### src/hdl/dstwr_pkg.sv
// Shared widths, types and constants for the double-sided ranging time-of-flight block.
`timescale 1ns / 1ps
`default_nettype none
package dstwr_pkg;

    localparam int STAMP_BITS  = 32;
    localparam int FIELD_BITS  = 32;
    localparam int SUM_BITS    = STAMP_BITS + 2;
    localparam int PROD_BITS   = 2 * STAMP_BITS;
    localparam int FLIGHT_BITS = 41;
    localparam int DIST_BITS   = 44;
    localparam int SCALE_BITS  = 20;
    // wide enough to compare the quotient against the flight limits
    localparam int CMP_BITS    = (PROD_BITS > FLIGHT_BITS) ? PROD_BITS : FLIGHT_BITS + 1;

    localparam int S_DATA_BITS = 6 * FIELD_BITS;
    localparam int M_DATA_BITS = ((FLIGHT_BITS + DIST_BITS + 7) / 8) * 8;
    localparam int M_USER_BITS = 2;

    localparam logic [SCALE_BITS-1:0] SCALE_RESET = SCALE_BITS'(307387);

    typedef logic [STAMP_BITS-1:0] stamp_t;

    typedef struct packed {
        logic [PROD_BITS-1:0] mag;
        logic [SUM_BITS-1:0]  den;
        logic                 neg;
        logic                 zero;
    } front_t;

    typedef struct packed {
        logic [PROD_BITS-1:0] quot;
        logic                 neg;
        logic                 zero;
    } quot_t;

    typedef struct packed {
        logic signed [FLIGHT_BITS-1:0] flight;
        logic signed [DIST_BITS-1:0]   distance;
        logic                          sat;
        logic                          zero;
    } result_t;

endpackage
`default_nettype wire

### src/hdl/dstwr_skid.sv
// Two-slot output buffer; the pipeline only halts when both slots are full.
`timescale 1ns / 1ps
`default_nettype none
module dstwr_skid
    import dstwr_pkg::*;
(
    input  wire logic    aclk,
    input  wire logic    aresetn,
    input  wire logic    push,
    input  wire result_t push_data,
    output logic         full,
    output logic         out_valid,
    input  wire logic    out_ready,
    output result_t      out_data
);

    localparam logic [1:0] CNT_EMPTY = 2'd0;
    localparam logic [1:0] CNT_ONE   = 2'd1;
    localparam logic [1:0] CNT_TWO   = 2'd2;

    logic [1:0] count_reg;
    result_t    slot0_reg, slot1_reg;
    logic       pop;

    assign pop = (count_reg != CNT_EMPTY) && out_ready;

    always_ff @(posedge aclk) begin
        if (!aresetn) begin
            count_reg <= CNT_EMPTY;
        end else begin
            case (count_reg)
                CNT_EMPTY: if (push) count_reg <= CNT_ONE;
                CNT_ONE: begin
                    if (push && !pop) count_reg <= CNT_TWO;
                    else if (!push && pop) count_reg <= CNT_EMPTY;
                end
                CNT_TWO: if (pop) count_reg <= CNT_ONE;
                default: count_reg <= CNT_EMPTY;
            endcase
        end
    end

    always_ff @(posedge aclk) begin
        case (count_reg)
            CNT_EMPTY: if (push) slot0_reg <= push_data;
            CNT_ONE: begin
                if (push && pop) slot0_reg <= push_data;
                else if (push) slot1_reg <= push_data;
            end
            CNT_TWO: if (pop) slot0_reg <= slot1_reg;
            default: ;
        endcase
    end

    assign full      = (count_reg == CNT_TWO);
    assign out_valid = (count_reg != CNT_EMPTY);
    assign out_data  = slot0_reg;

endmodule
`default_nettype wire

### config.mk
export PLATFORM = sky130hd
export DESIGN_NAME = dstwr_skid
export DESIGN_NICKNAME = d
export VERILOG_FILES = /design/src/hdl/dstwr_pkg.sv /design/src/hdl/dstwr_skid.sv
export SDC_FILE = /design/constraint.sdc
export NUM_CORES = 1
export LEC_CHECK = 0
export ABC_AREA = 1
export BUFFER_PORTS_ARGS = -buffer_cell sky130_fd_sc_hd__buf_2
export CORE_UTILIZATION = 30
export CTS_CLUSTER_DIAMETER = 50
export DETAILED_ROUTE_END_ITERATION = 12
export GPL_ROUTABILITY_DRIVEN = 0
export MAX_ROUTING_LAYER = met4
export PLACE_DENSITY = 0.63
export SLEW_MARGIN = 15
export SYNTH_ARGS = -nofsm -noshare
export SYNTH_HDL_FRONTEND = slang
export SYNTH_SLANG_ARGS = --single-unit
export TNS_END_PERCENT = 50
### constraint.sdc
create_clock -name aclk -period 13.4 [get_ports aclk]
set_clock_uncertainty 0.05 [all_clocks]
set_input_delay 2.01 -clock aclk [delete_from_list [all_inputs] [get_ports aclk]]
set_output_delay 2.01 -clock aclk [all_outputs]
set_load 0.02 [all_outputs]
==> metrics.sh <==
DIE_WIDTH_MICRONS=149.4
DETAILEDPLACEMENTHPWL_MM=8.558
CORE-AREA_SQ_UM=21150
SLEW-LIMIT-HEADROOM_PCT=35.65
WL_MET3_MICRONS=811
FIRST_ITER_VIOLATIONS=180
MAX-CLOCK-PATH-BUFFERS=2
CRITICAL_PATH_REQUIRED_NS=13.39
HTREE_LEVELS=4
PORTBUFFERS=179
LEAK_uW=0.003499
TRITONCTS='built'
POST-CTS-SETUP-BUFFERS=0
NUMBER_OF_CELLS_ON_THE_WORST_REG_TO_REG_PATH=6
INITIAL_CORE_UTIL_PCT=30.80
STARTPOINT_TYPE_OF_THE_WORST_SETUP_PATH='input pin'
POST_LAYOUT_WORST_SETUP_MARGIN_NS=9.320
XOR_AND_XNOR_FRACTION_OF_THE_MAPPED_NETLIST_AREA_PCT=0
MOSTFREQUENTLAYOUTCELL='nand2_1'
CLOCK_POWER_SHARE_PCT=29.5
SYNTH_SIMPLE_GATE_AREA_SHARE_PCT=16.13
STATUS='complete, no violations'
SYNTH_TOP_FAMILY_BY_AREA='simple AND/OR/NAND/NOR gates'
ROUTE.MET2.WL_MM=6.297
SETUP_TNS_NS=0
VIAS=3906
SYNTH-SEQ-AREA-SHARE_PCT=80.80
COMB_POWER_SHARE_PCT=21.0
SYNTH.TOP_CELLS.BY_AREA='edfxtp_1, nand2_1, buf_2'
HOLDPATHEND='out_data[35]$_DFFE_PP_'
POST-ROUTE-PERIOD-UTIL_PCT=30.44
REGAREA_SQ_UM=5265
HOLDBUFCOUNTCTS=0
TIMING.REG2REG.SETUP_SLACK_NS=10.52
POWER.SHARE.SEQUENTIAL_PCT=49.5
CTS_SINKS=176
POST-ROUTE-MIN-PERIOD_NS=4.080
IOS=180
GRT_MAX_DEGREE=89
HP-CLASS='flop to flop'
FINAL_SETUP_VIOLATION_COUNT=0
SYNTHESIS.NETS=580
FILL_CELLS=2030
SYNTH-SEQ-CELLS=176
CP_CLASS='input pin to flop'
NETSWITCHINGFRACTION_PCT=30.08
TIMING.CRITICAL_PATH.FANOUT_MAX=56
SYNTH.AREA.MUX_SHARE_PCT=0
FLOW.AREA_GROWTH_FROM_SYNTHESIS_PCT=26.09
TIGHTESTPINTRANSITION_NS=0.9653
NUMBER_OF_GLOBAL_ROUTE_VIAS_BEFORE_REPAIR=3890
MAX_CAP_VIOLATIONS=0
NUM-NETS-FINAL=763
CLK_PIN_SLEW_WORST_PATHS_NS=0.06
MULTI_INPUT_COMB_AREA_SQ_UM=1119
DESIGN_AREA_SQ_UM=8217
DIE-AREA_SQ_UM=22310
HOLDPATHSTAGES=2
CTS_MADE_BUFFERS=17
SYNTH-COMPOUND-AREA-SHARE_PCT=0.1536
SYNTH.AVG_CELL_AREA_SQ_UM=13.41
POWER.IR.VDD_WORST_uV=121.9
FINALHOLDVIOLCOUNT=0
NUMBER_OF_ANTENNA_VIOLATIONS_AT_THE_FIRST_CHECK_IN_GLOBAL_ROUTING=1
ROUTE.LAYER.MET1.WL_MM=6.019
SWITCHING_POWER_uW=462.6
ROUTED_WIRE_LENGTH_PER_INSTANCE_MICRONS=13.98
WIRELENGTH_MM=13.39
TIMING.HOLD.WORST.START='slot1_reg[35]$_DFFE_PP_'
FINALMAXSLEWVIOLATIONS=0
DETAIL_ROUTED_VIA_COUNT_PER_CELL=4.077
RSZ0062_AT_GRT='no'
FINALPOWER_uW=1538
MOST_USED_CELLS_IN_THE_LAYOUT_EXCLUDING_FILL_AND_TAP_CELLS='nand2_1, buf_2, edfxtp_1'
CLKLATENCYLATEPIN_NS=0.41
FP.DIEH_MICRONS=149.4
CRITPATHCAPTURETYPE='flop'
PRE_CTS_SLACK_NS=8.807
CRITICAL_PATH.REG2REG.STARTPOINT='count_reg[1]$_SDFFE_PN0P_'
CLOCK-ROOT-BUFFER='clkbuf_16'
COUNT_OF_UNRESOLVED_DRC_VIOLATIONS_AFTER_ROUTING=0
POWER.INTERNAL_uW=1075
CORE.ROWCOUNT=53
SYN-CELL-AREA_SQ_UM=6516
PROPORTION_OF_LAYOUT_CELLS_WITH_A_DRIVE_SUFFIX_ABOVE_1_PCT=31.23
DRTANTENNAVIOLNETS=0
SYNTHCELLS=486
YOSYS.CELL_TYPES.COUNT=13
CTS-RESIZED-GATES=0
OVERALL_GLOBAL_ROUTING_USAGE_PCT=12.95
GRT_PASS1_WL_MM=20.78
RATIO_OF_TOTAL_POWER_TO_CELL_AREA_nW_PER_UM2=187.2
YOSYS.AREA.TOP_TYPE='edfxtp_1'
TOP_SIGNAL_LAYER_USED='met4'
RR_ENDPOINT='out_data[76]$_DFFE_PP_'
PLACED_CELL_AREA_SQ_UM=7680
SYNTH_TOP_AREA_SHARE_PCT=80.18
ADDER_CELL_SHARE_OF_THE_SYNTHESIZED_AREA_PCT=0.5760
GRT_OVERFLOW_TOTAL=0
YOSYS_WARNINGS=0
DRT_FIRST_PASS_ITERS=4
CP_ARRIVAL_NS=4.07
FMAXACHIEVABLE_GHz=0.2451
synth_stat cells:
cell,number
nand2_2,1
nand2_1,266
inv_2,2
nand3_1,4
nor2_1,7
inv_1,7
buf_2,11
edfxtp_1,174
ha_1,3
buf_6,3
buf_4,4
dfxtp_1,2
a21oi_1,2
area by class of cell:
type	count	share of cell area (%)
Tap cell	275	4.188
Clock inverter	12	1.142
Clock buffer	20	5.314
Multi-Input combinational cell	283	13.61
Timing Repair Buffer	182	11.22
Antenna cell	1	0.03046
Sequential cell	176	64.08
Inverter	9	0.4111
power groups by stage:
stage               Clock (uW)  Sequential [uW]  Combinational, uW
global placement             0              772                324
floorplan                    0              876                114
global route               494              769                358
detailed placement           0              774                332
finish                     454              761                323
CTS                        467              763                331
per-stage QoR:
stage          util [%]  cells  hold WS [ns]
2_1_floorplan         -    486        0.4190
3_3_place_gp      36.30    925        0.4396
3_5_place_dp      36.30    925        0.4458
4_1_cts           38.81    957        0.4608
5_1_grt           38.84    958        0.4729
6_report          38.84    958        0.4578
logic make-up after synthesis:
| logic type | count (synthesis) |
|---|---|
| flip-flops | 176 |
| AND/OR/NAND/NOR | 278 |
| buffers and inverters | 27 |
| adder cells (fa/ha/maj) | 3 |
| AO/OA/AOI/OAI | 2 |
per-layer routing:
metal	global-route usage [%]	up-vias
met2	19.58	115
li1	-	1996
met3	4.128	20
met1	15.92	1775
met5	-	-
met4	5.459	0
how the worst max path moves through the flow:
stage | startpoint | end | slack (ns) | cells after the start
finish | out_ready | out_data[76]$_DFFE_PP_ | 9.32 | 7
global route | out_ready | out_data[0]$_DFFE_PP_ | 9.13 | 7
CTS | out_ready | out_data[37]$_DFFE_PP_ | 9.25 | 7
detailed placement | out_ready | out_data[37]$_DFFE_PP_ | 8.81 | 7
global placement | out_ready | out_data[37]$_DFFE_PP_ | 8.88 | 7
floorplan | out_ready | out_data[0]$_DFFE_PP_ | 6.81 | 5
worst max-delay path: stages:
cell and delay (ns):
buf_2 0.07, inv_1 0.05, nor2_1 0.15, ha_1 0.17, a21oi_1 0.09, nor2_4 0.75
buf_4 0.74
(Power assumes the default switching activity.)
