### src/hdl/dstwr_pkg.sv
// Shared widths, types and constants for the double-sided ranging time-of-flight block.
`timescale 1ns / 1ps
`default_nettype none
package dstwr_pkg;

    localparam int STAMP_BITS  = 32;
    localparam int FIELD_BITS  = 32;
    localparam int SUM_BITS    = STAMP_BITS + 2;
    localparam int PROD_BITS   = 2 * STAMP_BITS;
    localparam int FLIGHT_BITS = 41;
    localparam int DIST_BITS   = 44;
    localparam int SCALE_BITS  = 20;
    // wide enough to compare the quotient against the flight limits
    localparam int CMP_BITS    = (PROD_BITS > FLIGHT_BITS) ? PROD_BITS : FLIGHT_BITS + 1;

    localparam int S_DATA_BITS = 6 * FIELD_BITS;
    localparam int M_DATA_BITS = ((FLIGHT_BITS + DIST_BITS + 7) / 8) * 8;
    localparam int M_USER_BITS = 2;

    localparam logic [SCALE_BITS-1:0] SCALE_RESET = SCALE_BITS'(307387);

    typedef logic [STAMP_BITS-1:0] stamp_t;

    typedef struct packed {
        logic [PROD_BITS-1:0] mag;
        logic [SUM_BITS-1:0]  den;
        logic                 neg;
        logic                 zero;
    } front_t;

    typedef struct packed {
        logic [PROD_BITS-1:0] quot;
        logic                 neg;
        logic                 zero;
    } quot_t;

    typedef struct packed {
        logic signed [FLIGHT_BITS-1:0] flight;
        logic signed [DIST_BITS-1:0]   distance;
        logic                          sat;
        logic                          zero;
    } result_t;

endpackage
`default_nettype wire

### src/hdl/dstwr_back.sv
// Saturation of the quotient and the scaled distance with its clamp.
`timescale 1ns / 1ps
`default_nettype none
module dstwr_back
    import dstwr_pkg::*;
(
    input  wire logic                  aclk,
    input  wire logic                  aresetn,
    input  wire logic                  en,
    input  wire logic [SCALE_BITS-1:0] scale,
    input  wire logic                  in_valid,
    input  wire quot_t                 in_data,
    output logic                       out_valid,
    output result_t                    out_data
);

    localparam int LO_BITS   = FLIGHT_BITS / 2;
    localparam int HI_BITS   = FLIGHT_BITS - LO_BITS;
    localparam int PLO_BITS  = LO_BITS + SCALE_BITS;
    localparam int PHI_BITS  = HI_BITS + SCALE_BITS + 1;
    localparam int FULL_BITS = FLIGHT_BITS + SCALE_BITS + 1;
    localparam int WIDE_BITS = FULL_BITS - 16;

    localparam logic [CMP_BITS-1:0] POS_MAX = CMP_BITS'((65'd1 << (FLIGHT_BITS - 1)) - 65'd1);
    localparam logic [CMP_BITS-1:0] NEG_MAG = CMP_BITS'(65'd1 << (FLIGHT_BITS - 1));

    // stage 1: clamp of the flight time
    logic                          v1_reg;
    logic signed [FLIGHT_BITS-1:0] flight1_reg, flight1_next;
    logic                          sat1_reg, sat1_next;
    logic                          zero1_reg;
    logic [CMP_BITS-1:0]           qx;
    logic [FLIGHT_BITS-1:0]        qm;

    // stage 2: split product
    logic                          v2_reg;
    logic signed [FLIGHT_BITS-1:0] flight2_reg;
    logic                          sat2_reg, zero2_reg;
    logic [PLO_BITS-1:0]           plo_reg;
    logic signed [PHI_BITS-1:0]    phi_reg;

    // stage 3: combine, shift, clamp
    logic                          v3_reg;
    result_t                       r3_reg;
    logic signed [FULL_BITS-1:0]   full;
    logic [WIDE_BITS-1:0]          wide;
    logic signed [DIST_BITS-1:0]   dist_next;

    always_comb begin
        qx = CMP_BITS'(in_data.quot);
        if (in_data.neg) begin
            sat1_next    = (qx > NEG_MAG);
            qm           = sat1_next ? NEG_MAG[FLIGHT_BITS-1:0] : qx[FLIGHT_BITS-1:0];
            flight1_next = -$signed(qm);
        end else begin
            sat1_next    = (qx > POS_MAX);
            qm           = sat1_next ? POS_MAX[FLIGHT_BITS-1:0] : qx[FLIGHT_BITS-1:0];
            flight1_next = $signed(qm);
        end
        if (in_data.zero) begin
            sat1_next    = 1'b0;
            flight1_next = '0;
        end
    end

    always_comb begin
        full = ($signed(FULL_BITS'(phi_reg)) <<< LO_BITS) + $signed(FULL_BITS'(plo_reg));
        wide = full[FULL_BITS-1:16];
        // wide result fits when its top bits are a plain sign extension
        if (wide[WIDE_BITS-1:DIST_BITS-1] == '0 || wide[WIDE_BITS-1:DIST_BITS-1] == '1) begin
            dist_next = $signed(wide[DIST_BITS-1:0]);
        end else if (wide[WIDE_BITS-1]) begin
            dist_next = $signed({1'b1, {(DIST_BITS-1){1'b0}}});
        end else begin
            dist_next = $signed({1'b0, {(DIST_BITS-1){1'b1}}});
        end
    end

    always_ff @(posedge aclk) begin
        if (!aresetn) begin
            v1_reg <= 1'b0;
            v2_reg <= 1'b0;
            v3_reg <= 1'b0;
        end else if (en) begin
            v1_reg <= in_valid;
            v2_reg <= v1_reg;
            v3_reg <= v2_reg;
        end
    end

    always_ff @(posedge aclk) begin
        if (en) begin
            flight1_reg     <= flight1_next;
            sat1_reg        <= sat1_next;
            zero1_reg       <= in_data.zero;
            flight2_reg     <= flight1_reg;
            sat2_reg        <= sat1_reg;
            zero2_reg       <= zero1_reg;
            plo_reg         <= PLO_BITS'(flight1_reg[LO_BITS-1:0]) * PLO_BITS'(scale);
            phi_reg         <= $signed(flight1_reg[FLIGHT_BITS-1:LO_BITS])
                             * $signed({1'b0, scale});
            r3_reg.flight   <= flight2_reg;
            r3_reg.distance <= dist_next;
            r3_reg.sat      <= sat2_reg;
            r3_reg.zero     <= zero2_reg;
        end
    end

    assign out_valid = v3_reg;
    assign out_data  = r3_reg;

endmodule
`default_nettype wire

### config.mk
export PLATFORM = sky130hd
export DESIGN_NAME = dstwr_back
export DESIGN_NICKNAME = d
export VERILOG_FILES = /design/src/hdl/dstwr_pkg.sv /design/src/hdl/dstwr_back.sv
export SDC_FILE = /design/constraint.sdc
export NUM_CORES = 2
export LEC_CHECK = 0
export ABC_AREA = 0
export BUFFER_PORTS_ARGS = -buffer_cell sky130_fd_sc_hd__buf_2
export CELL_PAD_IN_SITES_DETAIL_PLACEMENT = 1
export CELL_PAD_IN_SITES_GLOBAL_PLACEMENT = 1
export CORE_MARGIN = 2
export CORE_UTILIZATION = 40
export CTS_CLUSTER_DIAMETER = 50
export CTS_CLUSTER_SIZE = 14
export DETAILED_ROUTE_END_ITERATION = 12
export GPL_ROUTABILITY_DRIVEN = 0
export HOLD_SLACK_MARGIN = 0.12
export PLACE_DENSITY_LB_ADDON = 0.3
export SLEW_MARGIN = 20
export SYNTH_ARGS = -nofsm -noshare
export SYNTH_HDL_FRONTEND = slang
export SYNTH_SLANG_ARGS = --single-unit
### constraint.sdc
create_clock -name aclk -period 7.15 [get_ports aclk]
set_input_delay 0.3575 -clock aclk [delete_from_list [all_inputs] [get_ports aclk]]
set_output_delay 0.3575 -clock aclk [all_outputs]
set_load 0.01 [all_outputs]
==> flow_summary.json <==
{
  "outcome": "complete, no violations",
  "nFillCells": 10800,
  "worstHoldPathCells": 3,
  "drv_cap": 0,
  "grtUsageTotal_pct": 24.2,
  "hp-class": "in -> reg",
  "layout.nets": 5417,
  "die_w_um": 317,
  "grt_max_degree": 90,
  "worstHoldStart": "in_data[16]",
  "routedWlPerCell_um": 20.8,
  "synth-edff-count": 239,
  "critPathLaunchType": "flip-flop",
  "gr-total-overflow": 0,
  "rr_worst_depth": 24,
  "synthFlopType": "edfxtp_1",
  "clock.fmax_mhz": 142,
  "synth_top_area_cell": "fa_1",
  "clock_latency_ns": 0.62,
  "worstMarginPinSlew_ns": 1.12,
  "antenna_found_initial": 10,
  "timing.rr.start": "flight1_reg[13]",
  "port_buffers": 177,
  "via_per_inst": 5.10,
  "largest_reg_flops": 87,
  "cts_num_sinks": 242,
  "grt_pass1_wl_um": 186000,
  "ant_nets": 0,
  "setup_viol": 0,
  "area_growth_pct": 16.6,
  "dieArea_mm2": 0.100,
  "path_class": "reg -> reg",
  "yosysWarnings": 0,
  "yosysUniqueCellTypes": 71,
  "worstReg2RegEnd": "plo_reg[34]",
  "start_util_pct": 40.4,
  "timing_hold_violations_final": 0,
  "fp.dieH_um": 317,
  "cts.clk_slew.worst_paths_ns": 0.06,
  "vias": 28600,
  "syn_area_per_cell_um2": 9.92,
  "max_slew_margin_pct": 24.9,
  "synthesis.area_mm2": 0.0391,
  "worstPathRequired_ns": 7.51,
  "ff2ff_setup_slack_ns": 0.12,
  "cts_max_path_buffers": 3,
  "htreeDepth": 2,
  "timing.final.crit_share_pct": 98.4,
  "core_mm2": 0.0969,
  "numCtsBuffers": 48,
  "finClkSkew_ns": 0.0219,
  "path_max_fanout": 4,
  "drc_errors": 0,
  "route.final.wire_length_um": 117000,
  "dp_hpwl_um": 94900,
  "synth_seq_cells": 242,
  "yosysSeqAreaShare_pct": 18.5,
  "drv_slew": 0,
  "boundaryPins": 178,
  "hold_path_end": "flight1_reg[14]",
  "final.setup.tns_ns": 0,
  "rsz0062_at_grt": "true",
  "endpoint_kind": "flip-flop",
  "synthTopCellsByArea": "fa_1 (39%), edfxtp_1 (18%), ha_1 (9.0%), inv_1 (7.9%), and2_1 (7.4%)",
  "cts_root_buf": "clkbuf_16",
  "num_rows": 114,
  "final_area_mm2": 0.0456,
  "yosys-top-cells-count": "inv_1 (824), fa_1 (757), and2_1 (462), nand2_1 (418), ha_1 (282)",
  "synthArstFlopShare_pct": 0,
  "netlist_instances": 3945,
  "dpl_cell_area_mm2": 0.0432,
  "synth_top_area_share_pct": 38.7,
  "fin_ws_ns": 0.117,
  "dr.first_iter.drc_count": 1381,
  "drtPass1Iterations": 5,
  "grt_pass1_vias": 32700,
  "yosysMostFrequentCell": "inv_1",
  "syn_nets": 5074,
  "cts_tree": "yes",
  "arrival_ns": 7.39,
  "drive_gt1_share_pct": 15.0,
  "preCtsSetupSlack_ns": -0.237,
  "period_minus_slack_ns": 7.03
}
-- logic make-up after synthesis --
| kind of cell | Yosys count | share of synthesized area (%) |
|---|---|---|
| simple gates | 1145 | 15.0 |
| fa+ha+maj | 1039 | 47.8 |
| buf+inv | 1017 | 9.84 |
| compound gates | 391 | 6.42 |
| flops | 242 | 18.5 |
| xor+xnor | 107 | 2.40 |
| mux | 4 | 0.102 |
-- layer usage --
layer	vias to the layer above	track usage [%]	wire [um]	part of all wire, %
met3	160	3.96	6470	5.6
met2	684	40.8	55600	48
met1	14900	32.3	51000	44
met4	6	6.81	3450	3.0
met5	-	0	43	0.037
li1	12800	-	-	-
-- cell type report --
cell class                 count  area [um2]  area share [%]
multi-input combinational   2686       28400            62.4
sequential                   242        7240            15.9
timing repair buffer         486        3600            7.90
inverter                     824        3090            6.78
tap                         1276        1600            3.50
clock buffer                  51        1250            2.75
clock inverter                36         379           0.831
antenna                        1        2.50         0.00549
-- worst max path at each step --
stage                    start     endpoint  slack, ns  cells after the start
6_report       flight1_reg[13]  plo_reg[34]       0.12                     24
3_3_place_gp          scale[4]  plo_reg[37]      -0.16                     28
2_1_floorplan  flight1_reg[30]  phi_reg[40]       0.29                     23
3_5_place_dp          scale[6]  phi_reg[35]      -0.24                     25
4_1_cts        flight1_reg[11]  plo_reg[37]     0.0006                     25
5_1_grt        flight1_reg[27]  phi_reg[40]      -0.09                     25
-- cell usage in the layout (no fill, tap or decap), types with 8 or more instances in the layout --
| cell | instances |
|---|---|
| inv_2 | 8 |
| a211oi_1 | 17 |
| xor2_1 | 30 |
| nand2b_1 | 13 |
| buf_6 | 11 |
| dlygate4sd3_1 | 8 |
| and3_1 | 11 |
| and2_4 | 9 |
| ha_4 | 9 |
| buf_12 | 26 |
| nor2_1 | 86 |
| a21o_1 | 51 |
| nor3_1 | 36 |
| o211ai_1 | 16 |
| a21oi_1 | 99 |
| nand4_1 | 18 |
| o21ai_0 | 88 |
| o21a_1 | 14 |
| nand3_1 | 26 |
| buf_2 | 176 |
| nor4_1 | 18 |
| nand2_1 | 418 |
| or3_1 | 12 |
| ha_1 | 272 |
| fa_2 | 10 |
| a31oi_1 | 10 |
| xnor2_1 | 77 |
| inv_1 | 816 |
| fa_1 | 747 |
| buf_4 | 264 |
| o21bai_1 | 12 |
| nor2b_1 | 12 |
| edfxtp_1 | 239 |
| o31ai_1 | 13 |
| clkbuf_16 | 50 |
| and2_1 | 453 |
-- worst max-delay path, cell delays in order, from the launching register on --
cell      delay (ns)
edfxtp_1        0.57
buf_6           0.20
and2_1          0.16
fa_1            0.44
fa_1            0.49
inv_1           0.05
fa_1            0.53
inv_1           0.06
fa_1            0.48
fa_1            0.54
fa_1            0.56
inv_1           0.06
fa_1            0.54
inv_1           0.05
ha_1            0.34
nand2_1         0.09
a221o_1         0.34
a211oi_2        0.23
a21oi_1         0.09
buf_4           0.15
o21ai_0         0.25
o21a_1          0.21
nor2_1          0.06
xnor2_1         0.13
buf_4           0.13
-- per-stage QoR --
stage | util [%] | cells | hold slack (ns)
2_1_floorplan | - | 3945 | 0.400
3_3_place_gp | 44.6 | 5476 | 0.402
3_5_place_dp | 44.6 | 5476 | 0.405
4_1_cts | 46.5 | 5580 | 0.126
5_1_grt | 47.1 | 5601 | 0.161
6_report | 47.1 | 5602 | 0.170
-- repair_timing --
item | CTS | global route
hold buffers | 8 | 0
endpoints found under the hold margin | 9 | 0
gates resized for setup | 10 | 85
pin swaps | 4 | 68
endpoints found under the setup margin | 17 | 29
setup buffers | 9 | 23
Power is left out: the tool's default activity adds up to more than one toggle a clock period on the data nets, which glitch-free logic cannot reach.
